## src/rtl/rc_switch_click_light_controller_assert.svh

```systemverilog
// assertion macros for the click light controller
`ifndef RC_SWITCH_CLICK_LIGHT_CONTROLLER_ASSERT_SVH
`define RC_SWITCH_CLICK_LIGHT_CONTROLLER_ASSERT_SVH

// consequent must hold in the same cycle as the antecedent
`define RCSW_ASSERT_NOW(label, ante, cons, msg) \
  label: assert property (@(posedge clk) disable iff (rst) (ante) |-> (cons)) \
    else $error(msg);

// consequent must hold in the cycle after the antecedent
`define RCSW_ASSERT_NEXT(label, ante, cons, msg) \
  label: assert property (@(posedge clk) disable iff (rst) (ante) |=> (cons)) \
    else $error(msg);

`endif

```

## src/rtl/rcsw_pkg.sv

```systemverilog
// shared types and constants for the click light controller
`default_nettype none

package rcsw_pkg;

  localparam int unsigned THR_W   = 12;
  localparam int unsigned TICK_W  = 16;
  localparam int unsigned COUNT_W = 8;
  localparam int unsigned BAR_W   = 8;
  localparam int unsigned MODE_W  = 2;
  localparam int unsigned REQ_W   = 2;

  localparam logic [THR_W-1:0]  THRESHOLD_RESET = 12'd1500;
  localparam logic [TICK_W-1:0] QUIET_RESET     = 16'd750;
  localparam logic [TICK_W-1:0] STARTUP_RESET   = 16'd2000;
  localparam logic [BAR_W-1:0]  BAR_COUNT_RESET = 8'd8;

  // register word index, taken from paddr[3:2]
  localparam logic [1:0] REG_THRESHOLD = 2'd0;
  localparam logic [1:0] REG_QUIET     = 2'd1;
  localparam logic [1:0] REG_STARTUP   = 2'd2;
  localparam logic [1:0] REG_BAR_COUNT = 2'd3;

  typedef struct packed {
    logic [THR_W-1:0]  level_threshold;
    logic [TICK_W-1:0] quiet_ticks;
    logic [TICK_W-1:0] startup_ticks;
    logic [BAR_W-1:0]  bar_count;
  } cfg_t;

  typedef struct packed {
    logic              chassis_lamp;
    logic              tail_lamp;
    logic              low_beam;
    logic              high_beam;
    logic              string_lamp;
    logic              blink_paused;
    logic [MODE_W-1:0] current_mode;
    logic [BAR_W-1:0]  current_bar;
    logic              reversed;
    logic              alternate_drive;
    logic [REQ_W-1:0]  action_request;
  } status_t;

endpackage

`default_nettype wire

```

## src/rtl/rcsw_regs.sv

```systemverilog
// apb configuration registers
`default_nettype none

module rcsw_regs (
  input  wire logic               clk,
  input  wire logic               rst,
  input  wire logic               psel,
  input  wire logic               penable,
  input  wire logic               pwrite,
  input  wire logic [3:0]         paddr,
  input  wire logic [31:0]        pwdata,
  output logic      [31:0]        prdata,
  output logic                    pready,
  output rcsw_pkg::cfg_t          cfg
);
  import rcsw_pkg::*;

  logic       wr_en;
  logic [1:0] reg_idx;

  assign pready  = 1'b1;
  assign reg_idx = paddr[3:2];
  assign wr_en   = psel && penable && pwrite;

  always_ff @(posedge clk) begin
    if (rst) begin
      cfg.level_threshold <= THRESHOLD_RESET;
      cfg.quiet_ticks     <= QUIET_RESET;
      cfg.startup_ticks   <= STARTUP_RESET;
      cfg.bar_count       <= BAR_COUNT_RESET;
    end else if (wr_en) begin
      case (reg_idx)
        REG_THRESHOLD: cfg.level_threshold <= pwdata[THR_W-1:0];
        REG_QUIET:     cfg.quiet_ticks     <= pwdata[TICK_W-1:0];
        REG_STARTUP:   cfg.startup_ticks   <= pwdata[TICK_W-1:0];
        REG_BAR_COUNT: cfg.bar_count       <= pwdata[BAR_W-1:0];
        default: ;
      endcase
    end
  end

  always_comb begin
    case (reg_idx)
      REG_THRESHOLD: prdata = {20'd0, cfg.level_threshold};
      REG_QUIET:     prdata = {16'd0, cfg.quiet_ticks};
      REG_STARTUP:   prdata = {16'd0, cfg.startup_ticks};
      REG_BAR_COUNT: prdata = {24'd0, cfg.bar_count};
      default:       prdata = 32'd0;
    endcase
  end

endmodule

`default_nettype wire

```

## src/rtl/rcsw_click.sv

```systemverilog
// level slicer, click counter, quiet timer and start-up blanking
`default_nettype none

module rcsw_click (
  input  wire logic                          clk,
  input  wire logic                          rst,
  input  wire logic                          fire,
  input  wire logic                          command,
  input  wire logic [rcsw_pkg::THR_W-1:0]    pulse_width,
  input  wire rcsw_pkg::cfg_t                cfg,
  output logic      [rcsw_pkg::COUNT_W-1:0]  click_event,
  output logic                               blanking
);
  import rcsw_pkg::*;

  logic               last_level, last_level_next;
  logic [COUNT_W-1:0] edge_count, edge_count_next;
  logic [TICK_W-1:0]  quiet_elapsed, quiet_elapsed_next;
  logic [TICK_W-1:0]  uptime, uptime_next;
  logic               level;
  logic [COUNT_W-1:0] counted;
  logic               dispatch;

  assign level = (pulse_width >= cfg.level_threshold);

  always_comb begin
    last_level_next    = last_level;
    counted            = edge_count;
    quiet_elapsed_next = quiet_elapsed;
    uptime_next        = uptime;
    if (command) begin
      // millisecond tick, both timers saturate
      if (uptime != '1) uptime_next = uptime + 1'b1;
      if (quiet_elapsed != '1) quiet_elapsed_next = quiet_elapsed + 1'b1;
    end else begin
      if (level != last_level) begin
        quiet_elapsed_next = '0;
        if (edge_count != '1) counted = edge_count + 1'b1;
      end
      last_level_next = level;
    end
    blanking = (uptime_next <= cfg.startup_ticks);
    if (blanking) counted = '0;
    dispatch        = (quiet_elapsed_next >= cfg.quiet_ticks) && (counted != '0);
    click_event     = dispatch ? counted : '0;
    edge_count_next = dispatch ? '0 : counted;
  end

  always_ff @(posedge clk) begin
    if (rst) begin
      last_level    <= 1'b1;
      edge_count    <= '0;
      quiet_elapsed <= '0;
      uptime        <= '0;
    end else if (fire) begin
      last_level    <= last_level_next;
      edge_count    <= edge_count_next;
      quiet_elapsed <= quiet_elapsed_next;
      uptime        <= uptime_next;
    end
  end

endmodule

`default_nettype wire

```

## src/rtl/rcsw_cmd.sv

```systemverilog
// click command decoder, lamp and mode state
`default_nettype none

module rcsw_cmd (
  input  wire logic                          clk,
  input  wire logic                          rst,
  input  wire logic                          fire,
  input  wire logic [rcsw_pkg::COUNT_W-1:0]  click_event,
  input  wire logic [rcsw_pkg::BAR_W-1:0]    bar_count,
  output rcsw_pkg::status_t                  status
);
  import rcsw_pkg::*;

  typedef enum logic [MODE_W-1:0] {
    MODE_NORMAL     = 2'd0,
    MODE_LED_SELECT = 2'd1,
    MODE_CALIBRATE  = 2'd2
  } mode_t;

  localparam logic [COUNT_W-1:0] CLICK_LIGHT   = 8'd1;
  localparam logic [COUNT_W-1:0] CLICK_BEAM    = 8'd2;
  localparam logic [COUNT_W-1:0] CLICK_BLINK   = 8'd3;
  localparam logic [COUNT_W-1:0] CLICK_SELECT  = 8'd4;
  localparam logic [COUNT_W-1:0] CLICK_CALIB   = 8'd6;
  localparam logic [COUNT_W-1:0] CLICK_DRIVE   = 8'd7;
  localparam logic [COUNT_W-1:0] CLICK_REVERSE = 8'd9;

  localparam logic [REQ_W-1:0] REQ_NONE    = 2'd0;
  localparam logic [REQ_W-1:0] REQ_SAVE    = 2'd1;
  localparam logic [REQ_W-1:0] REQ_REBOOT  = 2'd2;
  localparam logic [REQ_W-1:0] REQ_DISPLAY = 2'd3;

  mode_t            mode, mode_next;
  logic [1:0]       light_step, light_step_next;
  logic             beam, beam_next;
  logic             blink_stop, blink_stop_next;
  logic [BAR_W-1:0] bar, bar_next, bar_inc;
  logic             dir, dir_next;
  logic             drive, drive_next;
  logic             chassis, chassis_next;
  logic             tail, tail_next;
  logic             low, low_next;
  logic             high, high_next;
  logic             strng, strng_next;
  logic [REQ_W-1:0] req;

  assign bar_inc = bar + 1'b1;

  always_comb begin
    mode_next       = mode;
    light_step_next = light_step;
    beam_next       = beam;
    blink_stop_next = blink_stop;
    bar_next        = bar;
    dir_next        = dir;
    drive_next      = drive;
    chassis_next    = chassis;
    tail_next       = tail;
    low_next        = low;
    high_next       = high;
    strng_next      = strng;
    req             = REQ_NONE;
    case (click_event)
      CLICK_LIGHT: begin
        if (mode == MODE_LED_SELECT) begin
          bar_next = (bar_inc >= bar_count) ? '0 : bar_inc;
          req      = REQ_DISPLAY;
        end else begin
          light_step_next = light_step + 1'b1;
          chassis_next    = (light_step_next != 2'd0);
          tail_next       = (light_step_next != 2'd0);
          if (light_step_next == 2'd2) low_next = 1'b1;
          else if (light_step_next == 2'd3) low_next = 1'b0;
        end
      end
      CLICK_BEAM: begin
        beam_next = !beam;
        high_next = beam_next;
        low_next  = beam_next || (light_step == 2'd2);
      end
      CLICK_BLINK: begin
        if (blink_stop) begin
          chassis_next    = (light_step != 2'd0);
          blink_stop_next = 1'b0;
        end else begin
          blink_stop_next = 1'b1;
        end
      end
      CLICK_SELECT: begin
        if (mode == MODE_NORMAL) begin
          mode_next = MODE_LED_SELECT;
          req       = REQ_DISPLAY;
        end else if (mode == MODE_LED_SELECT) begin
          mode_next = MODE_NORMAL;
          req       = REQ_SAVE;
        end
      end
      CLICK_CALIB: begin
        if (mode == MODE_NORMAL) mode_next = MODE_CALIBRATE;
      end
      CLICK_DRIVE: begin
        drive_next = !drive;
        strng_next = drive_next;
        req        = REQ_SAVE;
      end
      CLICK_REVERSE: begin
        dir_next = !dir;
        req      = REQ_REBOOT;
      end
      default: ;
    endcase
  end

  always_ff @(posedge clk) begin
    if (rst) begin
      mode       <= MODE_NORMAL;
      light_step <= '0;
      beam       <= 1'b0;
      blink_stop <= 1'b0;
      bar        <= '0;
      dir        <= 1'b0;
      drive      <= 1'b0;
      chassis    <= 1'b0;
      tail       <= 1'b0;
      low        <= 1'b0;
      high       <= 1'b0;
      strng      <= 1'b0;
    end else if (fire) begin
      mode       <= mode_next;
      light_step <= light_step_next;
      beam       <= beam_next;
      blink_stop <= blink_stop_next;
      bar        <= bar_next;
      dir        <= dir_next;
      drive      <= drive_next;
      chassis    <= chassis_next;
      tail       <= tail_next;
      low        <= low_next;
      high       <= high_next;
      strng      <= strng_next;
    end
  end

  // status after this word's command
  always_comb begin
    status.chassis_lamp    = chassis_next;
    status.tail_lamp       = tail_next;
    status.low_beam        = low_next;
    status.high_beam       = high_next;
    status.string_lamp     = strng_next;
    status.blink_paused    = blink_stop_next;
    status.current_mode    = mode_next;
    status.current_bar     = bar_next;
    status.reversed        = dir_next;
    status.alternate_drive = drive_next;
    status.action_request  = req;
  end

endmodule

`default_nettype wire

```

## src/rtl/rc_switch_click_light_controller.sv

```systemverilog
// top level of the radio-control switch click light controller
//
// input stream: one word per pulse width sample or millisecond tick.
//   s_axis_tuser selects the kind (0 sample, 1 tick), s_axis_tdata[11:0]
//   carries the pulse width in microseconds.
// output stream: one status word per input word, with the dispatched click
//   count (0 when none), lamp levels, mode, bar index, flags and request.
// configuration: apb port with four word registers (threshold, quiet time,
//   start-up blanking time, bar count); the user must see that they are
//   written only while the block is idle; the block does not enforce it.
// path: an accepted word sits in the input register; the per-word state
//   update (counter, timers, command decode) is combinational logic between
//   the two registers, and its status word is loaded into the output
//   register when free (empty or m_axis_tready high); m_axis_tvalid rises.
// throughput: one word per cycle while the output stage is not stalled.
// reset: synchronous, clears both stream stages and returns all state to
//   lamps off, normal mode, level high; registers return to their defaults.
// stall: while m_axis_tready is low the output word holds, the input
//   register still takes one more word if empty, then s_axis_tready drops.
`default_nettype none

module rc_switch_click_light_controller (
  input  wire logic        clk,
  input  wire logic        rst,
  input  wire logic        s_axis_tvalid,
  output logic             s_axis_tready,
  input  wire logic [15:0] s_axis_tdata,  // [11:0] pulse_width, [15:12] zero
  input  wire logic        s_axis_tuser,  // [0] command
  output logic             m_axis_tvalid,
  input  wire logic        m_axis_tready,
  // [7:0] click_event, [8] chassis_lamp, [9] tail_lamp, [10] low_beam,
  // [11] high_beam, [12] string_lamp, [13] blink_paused, [15:14] current_mode,
  // [23:16] current_bar, [24] reversed, [25] alternate_drive,
  // [27:26] action_request, [31:28] zero
  output logic [31:0]      m_axis_tdata,
  input  wire logic        psel,
  input  wire logic        penable,
  input  wire logic        pwrite,
  input  wire logic [3:0]  paddr,
  input  wire logic [31:0] pwdata,
  output logic [31:0]      prdata,
  output logic             pready
);
  import rcsw_pkg::*;

  cfg_t               cfg;
  status_t            status;
  logic [COUNT_W-1:0] click_event;
  logic               blanking;

  // input stage
  logic             in_valid;
  logic             in_command;
  logic [THR_W-1:0] in_pulse;

  // output stage
  logic        out_valid;
  logic [31:0] out_data;

  logic advance;  // output register free to load
  logic fire;     // input word is processed this cycle

  assign advance       = !out_valid || m_axis_tready;
  assign s_axis_tready = !in_valid || advance;
  assign fire          = in_valid && advance;
  assign m_axis_tvalid = out_valid;
  assign m_axis_tdata  = out_data;

  always_ff @(posedge clk) begin
    if (rst) begin
      in_valid  <= 1'b0;
      out_valid <= 1'b0;
    end else begin
      if (s_axis_tready) in_valid <= s_axis_tvalid;
      if (advance) out_valid <= in_valid;
    end
  end

  always_ff @(posedge clk) begin
    if (s_axis_tready && s_axis_tvalid) begin
      in_command <= s_axis_tuser;
      in_pulse   <= s_axis_tdata[THR_W-1:0];
    end
    if (fire) begin
      out_data <= {4'd0, status.action_request, status.alternate_drive,
                   status.reversed, status.current_bar, status.current_mode,
                   status.blink_paused, status.string_lamp, status.high_beam,
                   status.low_beam, status.tail_lamp, status.chassis_lamp,
                   click_event};
    end
  end

  rcsw_regs u_regs (
    .clk     (clk),
    .rst     (rst),
    .psel    (psel),
    .penable (penable),
    .pwrite  (pwrite),
    .paddr   (paddr),
    .pwdata  (pwdata),
    .prdata  (prdata),
    .pready  (pready),
    .cfg     (cfg)
  );

  // level slicing, click counting, quiet timer, start-up blanking
  rcsw_click u_click (
    .clk         (clk),
    .rst         (rst),
    .fire        (fire),
    .command     (in_command),
    .pulse_width (in_pulse),
    .cfg         (cfg),
    .click_event (click_event),
    .blanking    (blanking)
  );

  // dispatched counts drive lamps, mode and requests
  rcsw_cmd u_cmd (
    .clk         (clk),
    .rst         (rst),
    .fire        (fire),
    .click_event (click_event),
    .bar_count   (cfg.bar_count),
    .status      (status)
  );

`include "rc_switch_click_light_controller_assert.svh"

  // no click can be dispatched inside the blanking window
`RCSW_ASSERT_NOW(a_no_click_in_blanking, fire && blanking, click_event == '0, "click dispatched while blanking")

  // only light, select, drive and reverse commands raise a request
`RCSW_ASSERT_NOW(a_req_has_click, m_axis_tvalid && (m_axis_tdata[27:26] != 2'd0), (m_axis_tdata[7:0] == 8'd1) || (m_axis_tdata[7:0] == 8'd4) || (m_axis_tdata[7:0] == 8'd7) || (m_axis_tdata[7:0] == 8'd9), "request without matching click")

  // an empty output stage never holds off the input side
`RCSW_ASSERT_NOW(a_ready_when_empty, !m_axis_tvalid, s_axis_tready, "input stalled with empty output")

  // a processed word always shows up in the output stage
`RCSW_ASSERT_NEXT(a_fire_loads_out, fire, m_axis_tvalid, "processed word lost")

endmodule

`default_nettype wire

```

## config.mk

```make
export PLATFORM = sky130hd
export DESIGN_NAME = rc_switch_click_light_controller
export DESIGN_NICKNAME = d
export VERILOG_FILES = /design/src/rtl/rcsw_pkg.sv /design/src/rtl/rcsw_regs.sv /design/src/rtl/rcsw_click.sv /design/src/rtl/rcsw_cmd.sv /design/src/rtl/rc_switch_click_light_controller.sv
export VERILOG_INCLUDE_DIRS = /design/src /design/src/rtl
export SDC_FILE = /design/constraint.sdc
export NUM_CORES = 1
export LEC_CHECK = 0
export ABC_AREA = 0
export BUFFER_PORTS_ARGS = -buffer_cell sky130_fd_sc_hd__buf_2
export CAP_MARGIN = 20
export CORE_UTILIZATION = 45
export DETAILED_ROUTE_END_ITERATION = 8
export HOLD_SLACK_MARGIN = 0.1
export PLACE_DENSITY = 0.62
export SYNTH_ARGS = -nofsm -noshare
export SYNTH_HDL_FRONTEND = slang
export SYNTH_SLANG_ARGS = --single-unit
```

## constraint.sdc

```tcl
create_clock -name clk -period 6.8 [get_ports clk]
set_input_delay 0.68 -clock clk [delete_from_list [all_inputs] [get_ports clk]]
set_output_delay 0.68 -clock clk [all_outputs]
set_load 0.05 [all_outputs]
```

## After elaboration in Yosys (flattened, before gate mapping)

Index checks and enable logic that the tools add are counted.
W data, S select, Z words.

| storage, ports and cells | value |
|---|---|
| register bits after elaboration | 157 |
| bits of input ports | 60 |
| output and inout port bits | 67 |
| word-level logic and storage cells | 117 |

| operators by class | value |
|---|---|
| add/subtract/negate cells | 5 |
| order comparisons | 4 |
| equal/unequal tests | 18 |
| muxes and demuxes | 38 |
| bitwise operators | 2 |
| reduce and logical (&&, ||, !) cells | 25 |

Operator list:

| cell | count |
|---|---|
| $pmux W32 S4 | 1 |
| $mux W16 | 5 |
| $mux W8 | 9 |
| $add A16 B1 Y16 const B | 2 |
| $ne A16 B16 Y1 const B | 2 |
| $eq A8 B3 Y1 const B | 3 |
| $add A8 B1 Y8 const B | 2 |
| $eq A8 B2 Y1 const B | 2 |
| $ge A16 B16 Y1 | 1 |
| $le A16 B16 Y1 | 1 |
| $mux W1 | 14 |
| $ge A12 B12 Y1 | 1 |
| $reduce_and A2 Y1 | 6 |
| $eq A2 B2 Y1 const B | 5 |
| $mux W2 | 5 |
| $eq A8 B1 Y1 const B | 1 |
| $eq A8 B4 Y1 const B | 1 |
| $ge A8 B8 Y1 | 1 |
| $ne A8 B8 Y1 const B | 1 |
| $pmux W2 S4 | 1 |
| $reduce_bool A8 Y1 | 1 |
| $logic_and A1 B1 Y1 | 5 |
| $logic_not A1 Y1 | 5 |
| $eq A2 B1 Y1 const B | 2 |
| other kinds (9) | 15 |

## Logic depth before layout (Yosys ltp)

| depth | value |
|---|---|
| depth in word-level cells | 10 |
| gate-level depth with buffers | 22 |
| gate-level depth less buffers | 20 |

## Modules after synthesis

Synthesis repeated with hierarchy kept, for this count alone.

| unflattened totals | value |
|---|---|
| cells, all modules | 1077 |
| area, all modules | 9630.5 µm² |

By module, submodules not included:

| module | instances | cells an instance | area an instance (µm²) | seq. area each (µm²) |
|---|---|---|---|---|
| rcsw_click | 1 | 529 | 3891.2 | 820.8 |
| rcsw_regs | 1 | 254 | 2580.0 | 1041.0 |
| rcsw_cmd | 1 | 238 | 1790.5 | 420.4 |
| rc_switch_click_light_controller | 1 | 56 | 1368.8 | 1271.2 |

## Least setup slack after synthesis

Ideal clock, no wire load.

| path | value |
|---|---|
| kind | flip-flop to flip-flop |
| from | register in_pulse[0] |
| to | register out_data[14], in the netlist m_axis_tdata[14] (data pin) |
| library setup time | 0.268 ns |
| arrival time | 4.543 ns |
| required time | 6.532 ns |
| setup slack | 1.990 ns |
| stages on the path, launching flop included | 22 |
| buffers on the path | 2 |
| period minus slack after synthesis | 4.810 ns |
| path through | edfxtp_1 -> inv_1 -> ha_1 -> nand2b_4 -> a2111oi_4 -> o31ai_2 -> or3_4 -> nand3b_1 -> clkbuf_1 -> o211ai_1 -> o31ai_1 -> ha_1 -> nand2_1 -> o21ai_0 -> a31oi_1 -> o31ai_1 -> nand2b_1 -> buf_1 -> nor4b_2 -> nand4b_1 -> o21ai_0 -> o21ai_0 |

RTL lines:

| element | line | source |
|---|---|---|
| from (decl) | rc_switch_click_light_controller.sv:54 | `logic [THR_W-1:0] in_pulse;` |
| from (signal assigned) | rc_switch_click_light_controller.sv:82 | `in_pulse <= s_axis_tdata[THR_W-1:0];` |
| to (signal assigned) | rc_switch_click_light_controller.sv:85 | `out_data <= {4'd0, status.action_request, status.alternate_drive,` |
| to (decl) | rc_switch_click_light_controller.sv:58 | `logic [31:0] out_data;` |

## Worst setup path after layout

| path | value |
|---|---|
| from | register, netlist name u_regs.cfg[49] |
| to | register u_cmd.light_step[1] |

| on the way | value |
|---|---|
| elaborated cells between the ends (all ways) | 13 |
| classes of those cells | 2 x order compare; 2 x eq/ne; 6 x mux; 3 x reduce/logical |

RTL lines:

| element | line | source |
|---|---|---|
| $ge A12 B12 Y1 | rcsw_click.sv:24 | `assign level = (pulse_width >= cfg.level_threshold);` |
| $ne A1 B1 Y1 | rcsw_click.sv:36 | `if (level != last_level) begin` |
| $mux W16 | rcsw_click.sv:36 |  |
| $mux W16 | rcsw_click.sv:31 | `if (command) begin` |
| named net u_click.quiet_elapsed_next[2] | rcsw_click.sv:18 | `logic [TICK_W-1:0] quiet_elapsed, quiet_elapsed_next;` |
| $ge A16 B16 Y1 | rcsw_click.sv:44 | `dispatch = (quiet_elapsed_next >= cfg.quiet_ticks) && (counted != '0);` |
| $logic_and A1 B1 Y1 | rcsw_click.sv:44 |  |
| $mux W8 | rcsw_click.sv:45 | `click_event = dispatch ? counted : '0;` |
| $eq A8 B1 Y1 | rcsw_cmd.sv:63 | `case (click_event)` |
| $reduce_and A3 Y1 (no source line) | - |  |
| to (signal assigned) | rcsw_cmd.sv:130 | `light_step <= light_step_next;` |
| to (decl) | rcsw_cmd.sv:34 | `logic [1:0] light_step, light_step_next;` |

The timed path passes the listed nets, and every way through them passes these cells.
A chain may end at the register's enable or synchronous reset.

==> impl_metrics.py <==
metrics = {
    "run_status": {
        "status": "complete, no violations",
    },
    "global_routing": {
        "grt_max_degree": 74,
        "antenna_found_initial": 0,
        "gr-total-overflow": 0,
        "first_global_vias": 6818,
        "gr-usage-all-layers_pct": 21.5,
        "grt_first_pass_wirelength_mm": 34.3,
    },
    "clocking": {
        "ctsRootBufferMaster": "clkbuf_16",
        "cts.sinks": 157,
        "clk_path_buf_depth": 2,
        "postCtsSetupRepairBufs": 0,
        "clock_latency_ns": 0.43,
        "clkTransAtPathRegs_ns": 0.08,
        "cts_tree": "built",
        "cts_resized": 0,
        "numCtsBuffers": 17,
        "cts-hold-fix-buffers": 0,
        "htree_levels": 4,
    },
    "timing": {
        "rsz0062_at_grt": "false",
        "holdWs_ns": 0.417,
        "tightest_slew_ns": 0.905,
        "clock.fmax_mhz": 186,
        "hold_viol_final": 0,
        "fin_crit_sh_pct": 79.0,
        "finalCriticalPeriod_ns": 5.37,
        "finClkSkew_ns": 0.0147,
        "finalSetupViolCount": 0,
        "tns_ns": 0,
        "relSlewSlack_pct": 39.6,
        "slew_violations": 0,
    },
    "logic_synthesis": {
        "yosys.area.top_type": "dfxtp_1",
        "synth_top_area_share_pct": 25.8,
        "netlist_area_um2": 8990,
        "yosysMostFrequentCell": "nand2_1",
        "synth_compound_area_share_pct": 15.0,
        "synth_mux_area_share_pct": 5.59,
        "synthTopCellsByCount": "nand2_1, dfxtp_1, nor2_1, a21oi_1, inv_1",
        "synthTopCellsByArea": "dfxtp_1, edfxtp_1, ha_1, nand2_1, a21oi_1",
        "synth_xor_area_share_pct": 3.12,
        "yosysWarnings": 0,
        "synth_edf_count": 41,
        "yosysSeqAreaShare_pct": 39.5,
        "synth_seq_cells": 157,
        "avgSynthCellArea_um2": 8.65,
        "async_flop_share_pct": 0,
        "yosysUniqueCellTypes": 74,
        "synthFlopType": "dfxtp_1",
        "synth_top_family_by_area": "simple AND/OR/NAND/NOR gates",
        "syn_inst": 1040,
        "yosys.area_share.simple_pct": 21.5,
        "synth_fa_ha_area_share_pct": 8.49,
    },
    "final_layout": {
        "num-nets-final": 1222,
        "layout-drive-gt1-share_pct": 14.9,
        "syn2layout_area_growth_pct": 13.1,
        "insertedDiodeCount": 0,
        "design_area_um2": 10200,
        "final_cells": 1379,
    },
    "route": {
        "num_vias": 7310,
        "avgRoutedWirePerCell_um": 15.0,
        "viasPerCell": 5.30,
        "drt_iter0_drc": 396,
        "first_pass_iters": 5,
        "drtAntennaViolNets": 0,
        "drt-total-wl_mm": 20.7,
        "drcViolationCount": 0,
    },
    "pwr": {
        "total_power_mw": 2.22,
        "peakVddDrop_mv": 0.152,
        "power_leakage_nw": 4.00,
        "power.density_nw_per_um2": 218,
    },
    "floorplanning": {
        "design.portCount": 127,
        "die_w_um": 143,
        "rows": 51,
        "initial_core_util_pct": 46.0,
        "die_h_um": 143,
        "coreArea_um2": 19500,
        "die_area_um2": 20500,
    },
    "place": {
        "placed_cells": 1347,
        "numPortBuffers": 83,
        "place_area_um2": 9540,
        "routabilityCongestion": 0.810,
        "dpl.hpwl_mm": 14.8,
    },
    "worst_setup_path": {
        "critical_path.endpoint_type": "flip-flop",
        "critPathMaxFanout": 13,
        "path_class": "flip-flop to flip-flop",
        "start_kind": "flip-flop",
        "worstPathRequired_ns": 7.09,
        "critical_path_arrival_ns": 5.66,
    },
    "job": {
        "max_cap_viol_count": 0,
    },
    "hold_path": {
        "min_path_type": "input pin to flip-flop",
    },
}
## metal layers
metal	track usage [%]	part of all wire [%]	vias to the layer above
li1	-	-	3746
met1	28.1	48	3405
met2	36.2	47	140
met3	3.97	3.8	19
met4	5.88	1.1	0
met5	0	0	-
## where the power goes
group	internal, mW	leakage (nW)	switching (mW)	total, mW
logic	0.0590	2.36	0.164	0.223
clock network	0.575	0.310	0.425	1.00
registers	0.980	1.33	0.0143	0.994
## cell families after synthesis
group,after synthesis
buffers and inverters,137
DFF,157
xor gates and xnor gates,32
adders and majority gates,61
other,2
AOI/OAI and AO/OA,216
and+or+nand+nor,396
muxes,39
## area by class of cell
cell class,count,area [µm²]
clock inverters,12,139
multi-input cells,765,4910
flip-flops and latches,157,3550
well taps,265,332
inverters,68,255
fillers,1897,9360
repair buffers,92,483
clock buffers,20,489
## sequential cells by signal, indices dropped and copies added (netlist names), 2 cells and up
register               count
u_click.uptime            16
u_click.edge_count         8
u_cmd.mode                 2
u_cmd.light_step           2
u_click.quiet_elapsed     16
in_pulse                  12
m_axis_tdata              28
u_cmd.bar                  8
u_regs.cfg                52
## stage by stage
| stage | util [%] | worst slack, ns |
|---|---|---|
| 3_5_place_dp | 48.8 | 1.46 |
| 5_1_grt | 52.1 | 0.905 |
| 6_report | 52.1 | 1.43 |
| 3_3_place_gp | 48.8 | 1.56 |
| 2_1_floorplan | - | 1.99 |
| 4_1_cts | 52.1 | 1.43 |
## cell usage in the layout (no fill, tap or decap), types with 21 or more instances in the layout
cell	count
nand3_1	37
buf_2	83
o21ai_0	40
conb_1	21
mux2i_1	25
a21oi_1	83
nor2_1	96
o211ai_1	30
dfxtp_1	116
edfxtp_1	41
nand2_1	144
ha_1	61
nor3_1	22
inv_1	67
## final timing paths
| path | start | end | slack [ns] | depth (start not counted) |
|---|---|---|---|---|
| setup / recovery | u_regs.cfg[49]$_SDFFE_PP0P_ | u_cmd.light_step[1]$_SDFFE_PP0P_ | 1.43 | 21 |
| hold / removal | s_axis_tdata[6] | in_pulse[6]$_DFFE_PP_ | 0.42 | 1 |
| setup reg to reg | u_regs.cfg[49]$_SDFFE_PP0P_ | u_cmd.light_step[1]$_SDFFE_PP0P_ | 1.43 | 21 |
| hold reg to reg | u_regs.cfg[19]$_SDFFE_PP0P_ | u_regs.cfg[19]$_SDFFE_PP0P_ | 0.47 | 2 |
## critical path: stages (launching register included)
cell,delay [ns]
dfxtp_1,0.37
inv_1,0.07
ha_1,0.30
a211o_1,0.30
o211ai_1,0.23
o31ai_2,0.19
o21ai_2,0.21
nand3b_1,0.44
o211ai_1,0.28
o31ai_1,0.16
ha_1,0.32
nand2_1,0.05
o21ai_0,0.16
a31oi_1,0.11
o31ai_1,0.30
buf_4,0.22
nand2b_1,0.11
nor4_4,0.42
nand3_1,0.34
nor3_2,0.36
mux2i_1,0.22
nor2_1,0.05
Power figures use the tool's default switching activity.
